===== src/fec_pkg.sv =====
package fec_pkg;

  localparam int unsigned ValueWidth = 32;
  localparam int unsigned ModeWidth  = 1;

  typedef enum logic [ModeWidth-1:0] {
    MODE_TO_E4M3   = 1'b0,
    MODE_FROM_E4M3 = 1'b1
  } mode_e;

  localparam logic [7:0]  E4M3_POS_MAX = 8'h7E;
  localparam logic [7:0]  E4M3_NAN     = 8'h7F;
  localparam logic [31:0] F32_QNAN     = 32'h7FC0_0000;
  localparam logic [7:0]  F32_BIAS     = 8'd127;

  typedef struct packed {
    mode_e                  mode;
    logic [ValueWidth-1:0]  value_in;
  } in_word_t;

  typedef struct packed {
    logic [ValueWidth-1:0] value_out;
  } out_word_t;

endpackage


===== src/fec_if.sv =====
interface fec_in_if;
  logic             valid;
  logic             ready;
  fec_pkg::in_word_t word;
  modport source (output valid, output word, input ready);
  modport sink   (input valid, input word, output ready);
endinterface

interface fec_out_if;
  logic              valid;
  logic              ready;
  fec_pkg::out_word_t word;
  modport source (output valid, output word, input ready);
  modport sink   (input valid, input word, output ready);
endinterface


===== src/fec_to_e4m3.sv =====
module fec_to_e4m3 (
  input  logic [31:0] value_i,
  output logic [7:0]  byte_o
);
  logic        sign;
  logic [7:0]  ex;
  logic [23:0] sig;
  logic [4:0]  r;
  logic [4:0]  be;
  logic [4:0]  sh;
  logic [23:0] shifted;
  logic        rbit;
  logic [3:0]  q;

  always_comb begin
    sign    = value_i[31];
    ex      = value_i[30:23];
    sig     = {1'b1, value_i[22:0]};
    r       = {1'b0, sig[23:20]} + {4'd0, sig[19]};
    // biased E4M3 exponent: ex - 120, valid for ex in 121..135
    be      = 5'(ex - 8'd120) + {4'd0, r[4]};
    // quanta of 2^-9: shift 21..24 for ex in 120..117
    sh      = 5'(8'd141 - ex);
    shifted = sig >> sh;
    rbit    = sig[5'(sh - 5'd1)];
    q       = shifted[3:0] + {3'd0, rbit};
    byte_o  = {sign, 7'd0};
    if (ex == 8'hFF) begin
      byte_o = (value_i[22:0] != '0) ? fec_pkg::E4M3_NAN : {sign, fec_pkg::E4M3_POS_MAX[6:0]};
    end else if (ex == 8'd0) begin
      byte_o = {sign, 7'd0};
    end else if (ex > 8'd135) begin
      byte_o = {sign, fec_pkg::E4M3_POS_MAX[6:0]};
    end else if (ex >= 8'd121) begin
      if (be > 5'd15 || (be == 5'd15 && r[2:0] == 3'd7 && !r[4])) begin
        byte_o = {sign, fec_pkg::E4M3_POS_MAX[6:0]};
      end else begin
        byte_o = {sign, be[3:0], (r[4] ? 3'd0 : r[2:0])};
      end
    end else if (ex >= 8'd117) begin
      byte_o = {sign, 3'd0, q};
    end
  end
endmodule


===== src/fec_from_e4m3.sv =====
module fec_from_e4m3 (
  input  logic [7:0]  byte_i,
  output logic [31:0] value_o
);
  logic       sign;
  logic [3:0] e4;
  logic [2:0] m;
  logic [1:0] p;
  logic [22:0] frac;

  always_comb begin
    sign = byte_i[7];
    e4   = byte_i[6:3];
    m    = byte_i[2:0];
    p    = m[2] ? 2'd2 : (m[1] ? 2'd1 : 2'd0);
    frac = 23'({20'd0, m} << (5'd23 - {3'd0, p}));
    if (byte_i[6:0] == 7'h7F) begin
      value_o = fec_pkg::F32_QNAN;
    end else if (e4 == 4'd0) begin
      if (m == 3'd0) begin
        value_o = {sign, 31'd0};
      end else begin
        value_o = {sign, 8'({6'd0, p} + 8'd118), frac};
      end
    end else begin
      value_o = {sign, 8'({4'd0, e4} + 8'd120), m, 20'd0};
    end
  end
endmodule


===== src/fp32_e4m3_converter_top.sv =====
// Path: an accepted word enters the input register, then the output register, then out_if.
// Throughput: one word per cycle unless out_if.ready stalls; input and output register
// each hold one word and advance whenever the next stage is free.
// Reset: rst_ni asynchronous, active low; clears valid flags only.
module fp32_e4m3_converter_top (
  input logic    clk_i,
  input logic    rst_ni,
  fec_in_if.sink    in_if,
  fec_out_if.source out_if
);
  logic               in_vld_q;
  fec_pkg::in_word_t  in_q;
  logic               out_vld_q;
  logic [31:0]        out_q;
  logic               out_adv;
  logic               in_adv;
  logic [7:0]         e4m3;
  logic [31:0]        f32;
  logic [31:0]        res_d;

  assign out_adv = !out_vld_q || out_if.ready;
  assign in_adv  = !in_vld_q || out_adv;
  assign in_if.ready = in_adv;

  fec_to_e4m3 u_to (.value_i(in_q.value_in), .byte_o(e4m3));
  fec_from_e4m3 u_from (.byte_i(in_q.value_in[7:0]), .value_o(f32));

  assign res_d = (in_q.mode == fec_pkg::MODE_TO_E4M3) ? {24'd0, e4m3} : f32;

  always_ff @(posedge clk_i or negedge rst_ni) begin
    if (!rst_ni) begin
      in_vld_q  <= 1'b0;
      out_vld_q <= 1'b0;
    end else begin
      if (in_adv) in_vld_q <= in_if.valid;
      if (out_adv) out_vld_q <= in_vld_q;
    end
  end

  always_ff @(posedge clk_i) begin
    if (in_adv && in_if.valid) in_q <= in_if.word;
    if (out_adv && in_vld_q) out_q <= res_d;
  end

  assign out_if.valid = out_vld_q;
  assign out_if.word.value_out = out_q;
endmodule


===== src/flat_wrapper.sv =====
// flat-port wrapper written by rule: the top's interface ports become plain ports
module fp32_e4m3_converter_top_flat 
  (clk_i, rst_ni, in_if_valid, in_if_word, in_if_ready, out_if_valid, out_if_word, out_if_ready);
  fec_in_if in_if_i ();
  fec_out_if out_if_i ();
  input logic clk_i;
  input logic rst_ni;
  input wire logic [$bits(in_if_i.valid)-1:0] in_if_valid;
  input wire logic [$bits(in_if_i.word)-1:0] in_if_word;
  output wire logic [$bits(in_if_i.ready)-1:0] in_if_ready;
  output wire logic [$bits(out_if_i.valid)-1:0] out_if_valid;
  output wire logic [$bits(out_if_i.word)-1:0] out_if_word;
  input wire logic [$bits(out_if_i.ready)-1:0] out_if_ready;
  assign in_if_i.valid = in_if_valid;
  assign in_if_i.word = in_if_word;
  assign in_if_ready = in_if_i.ready;
  assign out_if_valid = out_if_i.valid;
  assign out_if_word = out_if_i.word;
  assign out_if_i.ready = out_if_ready;
  fp32_e4m3_converter_top u_core (.clk_i(clk_i), .rst_ni(rst_ni), .in_if(in_if_i), .out_if(out_if_i));
endmodule

===== config.mk =====
export PLATFORM = sky130hd
export DESIGN_NAME = fp32_e4m3_converter_top_flat
export DESIGN_NICKNAME = d
export VERILOG_FILES = /design/src/fec_pkg.sv /design/src/fec_if.sv /design/src/fec_to_e4m3.sv /design/src/fec_from_e4m3.sv /design/src/fp32_e4m3_converter_top.sv /design/src/flat_wrapper.sv
export SDC_FILE = /design/constraint.sdc
export NUM_CORES = 1
export LEC_CHECK = 0
export BUFFER_PORTS_ARGS = -buffer_cell sky130_fd_sc_hd__buf_2
export CORE_MARGIN = 2
export CORE_UTILIZATION = 35
export CTS_CLUSTER_SIZE = 24
export DETAILED_ROUTE_END_ITERATION = 12
export SLEW_MARGIN = 25
export SYNTH_ARGS = -nofsm -noshare
export SYNTH_HDL_FRONTEND = slang
export SYNTH_SLANG_ARGS = --single-unit

===== constraint.sdc =====
create_clock -name clk_i -period 4.75 [get_ports clk_i]
set_input_delay 0.2375 -clock clk_i [delete_from_list [all_inputs] [get_ports clk_i]]
set_output_delay 0.2375 -clock clk_i [all_outputs]
set_load 0.01 [all_outputs]

After elaboration in Yosys (flattened, before gate mapping)
Index checks and enable logic that the tools add are counted.
{"block": "op_classes", "n_lt_le_gt_ge": 5, "mux": 16, "n_bitwise": 2, "n_addsub": 9, "n_reduce_logical": 16, "n_eq_ne": 4, "shift": 2}
{"op": "$mux W31", "n": 3}
{"op": "$mux W7", "n": 4}
{"op": "$mux W8", "n": 3}
{"op": "$shr A24 B5 Y4", "n": 1}
{"op": "$reduce_bool A23 Y1", "n": 1}
{"op": "$shl A3 B5 Y23", "n": 1}
{"op": "$ge A8 B7 Y1 const B", "n": 2}
{"op": "$add A2 B7 Y8 const B", "n": 1}
{"op": "$add A4 B7 Y8 const B", "n": 1}
{"op": "$eq A8 B8 Y1 const B", "n": 1}
{"op": "$gt A8 B8 Y1 const B", "n": 1}
{"op": "$logic_not A8 Y1", "n": 1}
{"op": "$eq A7 B7 Y1 const B", "n": 1}
{"op": "$lt A5 B6 Y1 const B", "n": 1}
{"op": "$add A4 B1 Y5", "n": 1}
{"op": "$add A5 B1 Y5", "n": 1}
{"op": "$bmux W1 S5", "n": 1}
{"op": "$eq A5 B4 Y1 const B", "n": 1}
{"op": "$gt A5 B4 Y1 const B", "n": 1}
{"op": "$sub A4 B5 Y5 const A", "n": 1}
{"op": "$sub A5 B1 Y5 const B", "n": 1}
{"op": "$sub A5 B2 Y5 const A", "n": 1}
{"op": "$sub A5 B5 Y5 const B", "n": 1}
{"op": "$add A4 B1 Y4", "n": 1}
{"op": "other kinds (13)", "n": 22}
{"block": "totals", "register_bits": 67, "output_inout_bits": 34, "wordCells": 62}

Depth between registers and ports, before layout
{"block": "depth", "word_depth": 12, "mapped_depth": 15, "ltp_nobuf": 11}

By module
Synthesis repeated with hierarchy kept, for this count alone.
{"block": "hier_totals", "cells_unflattened": 310, "hier_area_um2": 4100.2}
{"module": "fp32_e4m3_converter_top", "cells_per_inst": 108, "n_inst": 1, "area_each_um2": 2329.7}
{"module": "fec_to_e4m3", "cells_per_inst": 156, "n_inst": 1, "area_each_um2": 1463.9}
{"module": "fec_from_e4m3", "cells_per_inst": 46, "n_inst": 1, "area_each_um2": 306.5}

Least setup slack after synthesis
No wires, ideal clock.
{"block": "synth_timing", "path_type": "flip-flop to flip-flop", "from": "register u_core.in_q[24] (netlist bit)", "to": "register u_core.out_q[0] (netlist: u_core.out_if.word[0]), data pin", "arrival_time_ps": 3112, "path_stages_with_launch": 14, "setup_time_ps": 268, "slack_ps": 1370, "period_less_slack_ps": 3380, "cell_sequence": "edfxtp_1 buf_6 buf_6 inv_1 ha_1 clkbuf_1 mux4_2 mux4_2 nand2_1 o31ai_1 ha_1 nor4b_1 o211ai_1 a21oi_1"}
{"block": "synth_via", "elab_chain_cells": 12, "word_cells_on_any_way": 25}
{"element": "start, declared", "line_no": "fp32_e4m3_converter_top.sv:12", "text": "fec_pkg::in_word_t in_q;"}
{"element": "start signal, assigned", "line_no": "fp32_e4m3_converter_top.sv:41", "text": "if (in_adv && in_if.valid) in_q <= in_if.word;"}
{"element": "branches (longest 10 deep; another with $sub A4 B5 Y5)"}
{"element": "$mux W8 (*)", "line_no": "fec_to_e4m3.sv:28", "text": "if (ex == 8'hFF) begin"}
{"element": "$mux W8 (*)", "line_no": "fp32_e4m3_converter_top.sv:28", "text": "assign res_d = (in_q.mode == fec_pkg::MODE_TO_E4M3) ? {24'd0, e4m3} : f32;"}
{"element": "end signal, assigned", "line_no": "fp32_e4m3_converter_top.sv:42", "text": "if (out_adv && in_vld_q) out_q <= res_d;"}
{"element": "end, declared", "line_no": "fp32_e4m3_converter_top.sv:14", "text": "logic [31:0] out_q;"}
Every way passes the cells marked *. The select of a mux whose other input is x is not followed.
A chain may end at the register's enable or synchronous reset.

Worst setup path after layout
Same ends and word-level chain as after synthesis.

==> impl_metrics.tcl <==
set metrics [dict create \
    status "finished, final reports clean" \
    cp-start-kind "register" \
    synth_enable_flop_cells 51 \
    ant_nets 0 \
    synthDistinctLibCells 59 \
    multi_input_area_mm2 0.00169 \
    crit_chain "buf_4 -> inv_1 -> ha_1 -> mux4_2 -> mux4_2 -> nand2_1 -> o31ai_1 -> ha_1 -> nor4b_1 -> o211ai_1 -> a21oi_1" \
    wirelength_mm 7.16 \
    worst_path_largest_cell_delay_ps 540 \
    clock_skew_ps 7.44 \
    synth_seq_cells 53 \
    synth_top_family_by_area "multiplexers" \
    synth_warnings 0 \
    post-cts-setup-buffer-count 0 \
    synth_compound_area_share_pct 9.35 \
    setup_viol_count_final 0 \
    grtUsageTotal_pct 13.7 \
    fill_cells 965 \
    io_buffers 58 \
    die_area_mm2 0.0108 \
    root_buffer "clkbuf_8" \
    synth.avg_cell_area_um2 12.6 \
    die_y_um 104 \
    netlist_area_mm2 0.00349 \
    antenna_found_initial 0 \
    grt_max_degree 34 \
    critPathKind "register to register" \
    drtIter0Drc 177 \
    critical_path_buf_inv_count 2 \
    overflow 0 \
    reg2reg_slack_ps 1200 \
    drv_cap 0 \
    synth_ff_type "edfxtp_1" \
    synthCells 278 \
    fin_crit_sh_pct 74.7 \
    cts_buffers 5 \
    ioPinCount 71 \
    initial_utilization_pct 35.9 \
    post-route-min-period_ps 3550 \
    clock_latency_ps 310 \
    cp_max_fo 32 \
    yosys.area_share.simple_pct 12.9 \
    synth.area.mux_share_pct 16.5 \
    r2r-end "u_core.out_if.word[0]" \
    htree_levels 2 \
    hold_path_class "input pin to register" \
    rr_worst_depth 11 \
    holdPathEnd "u_core.in_q[30]" \
    synth-xor-area-share_pct 3.19 \
    die_x_um 104 \
    cp_top_family "multiplexers" \
    cts_tree "yes" \
    place_congestion 0.837 \
    worstHoldPathCells 1 \
    grt_setup_unrepaired "false" \
    antenna_cells 0 \
    core_mm2 0.00973 \
    cp_slowest_cell "mux4_2" \
    peakVddDrop_uv 128 \
    synth.yosys.seq_area_share_pct 45.3 \
    drcViolationCount 0 \
    drt-pass1-iter-count 4 \
    avgViaCountPerCell 5.17 \
    final_max_slew_viol_count 0 \
    cts_buffer_depth 2 \
    min_from "in_if_word[30]" \
    worstPathRequired_ps 4800 \
    worstPathArrival_ps 3600 \
    finalHoldViolCount 0 \
    tightest_slew_ps 751 \
    hold_ws_ps 101 \
    clkSinkCount 53 \
    final_common_cell "buf_2" \
    nets 381 \
    end_kind "register" \
    num_rows 36 \
    seq_area_mm2 0.00158 \
    wl_per_cell_um 15.4 \
    vias 2397 \
    final_cell_mix "buf_2, edfxtp_1, mux2i_1, nand2_1" \
    cellLeakagePower_nw 1.51 \
    async_reset_ff_share_pct 3.77 \
    path_clk_slew_ps 100 \
    final.setup.tns_ps 0 \
    syn_to_final_growth_pct 12.2 \
    synth_fa_ha_area_share_pct 5.02 \
    dp_hpwl_mm 5.26 \
    fmax_mhz 282 \
    power.density_mw_per_mm2 305 \
    layout-drive-gt1-share_pct 28.7 \
    grt_pass1_vias 2388 \
    rr_startpoint "u_core.in_q[24]" \
    maxSlewHeadroom_pct 49.9 \
    grt_pass1_wl_mm 12.1 \
]
routing by layer:
metal  GRT usage, %  routed length (um)  up-vias
met2           21.4                3330       95
met4           4.05                 113        0
met3           2.26                 389       10
met1           19.8                3330     1140
li1               -                   -     1152
met5              0                   0        -
worst max-delay path by stage:
stage,end,slack (ps),depth (start not counted),from
global route,u_core.out_if.word[0],850,11,u_core.in_q[24]
floorplan,u_core.out_if.word[0],1370,13,u_core.in_q[24]
finish,u_core.out_if.word[0],1200,11,u_core.in_q[24]
CTS,u_core.out_if.word[0],1180,11,u_core.in_q[24]
global placement,u_core.out_if.word[0],1330,11,u_core.in_q[24]
detailed placement,u_core.out_if.word[0],1210,11,u_core.in_q[24]
area by class of cell:
type | count | share of cell area (%)
clock buffers | 5 | 1.76
clock inverters | 3 | 1.66
inverters | 5 | 0.479
multi-input cells | 202 | 43.0
flip-flops and latches | 53 | 40.4
well taps | 133 | 4.25
repair buffers | 63 | 8.43
cells by family after synthesis:
kind of cell,count (synthesis)
compound gates,50
xor+xnor,11
fa+ha+maj,14
buf+inv,34
flops,53
mux,35
other cells,1
simple gates,80
synth_stat cells (all sizes together), types with 6 or more instances:
cell type / number / share of area [%]
o21ai: 13 / 1.9
mux2i: 16 / 4.6
nand2b: 6 / 1.1
mux4: 17 / 11
nor4: 6 / 1.1
xnor2: 6 / 1.5
nor2: 13 / 1.4
a21oi: 10 / 1.4
nand3: 8 / 1.3
nand2: 16 / 1.7
edfxtp: 51 / 44
ha: 14 / 5.0
buf: 25 / 6.3
through the flow:
step,total power (W),instances,util (%),area (um^2),setup slack (ps)
floorplan,0.000790,289,-,3530,1370
CTS,0.00121,464,40.3,3920,1180
finish,0.00119,464,40.3,3920,1200
global route,0.00126,464,40.3,3920,853
global placement,0.000843,455,38.8,3770,1330
detailed placement,0.000847,455,38.8,3770,1210
state kept, by name, summed over array words and instances (netlist names):
register / count
u_core.in_q: 33
u_core.in_vld_q: 1
u_core.out_if.valid: 1
u_core.out_if.word: 18
power by group:
part,total (W),leakage (nW),internal [W],switching (W)
Combinational,0.000250,0.927,0.000120,0.000130
Clock,0.000357,0.0681,0.000209,0.000148
Sequential,0.000588,0.517,0.000554,0.0000338
Total,0.00119,1.51,0.000883,0.000312
repair_timing:
| item | in CTS | in global routing |
|---|---|---|
| gates resized for setup | 0 | 0 |
| hold endpoints to repair | 2 | 0 |
| hold buffers | 1 | 0 |
| endpoints found under the setup margin | 0 | 0 |
No activity file was read; power rests on OpenSTA's default activity.
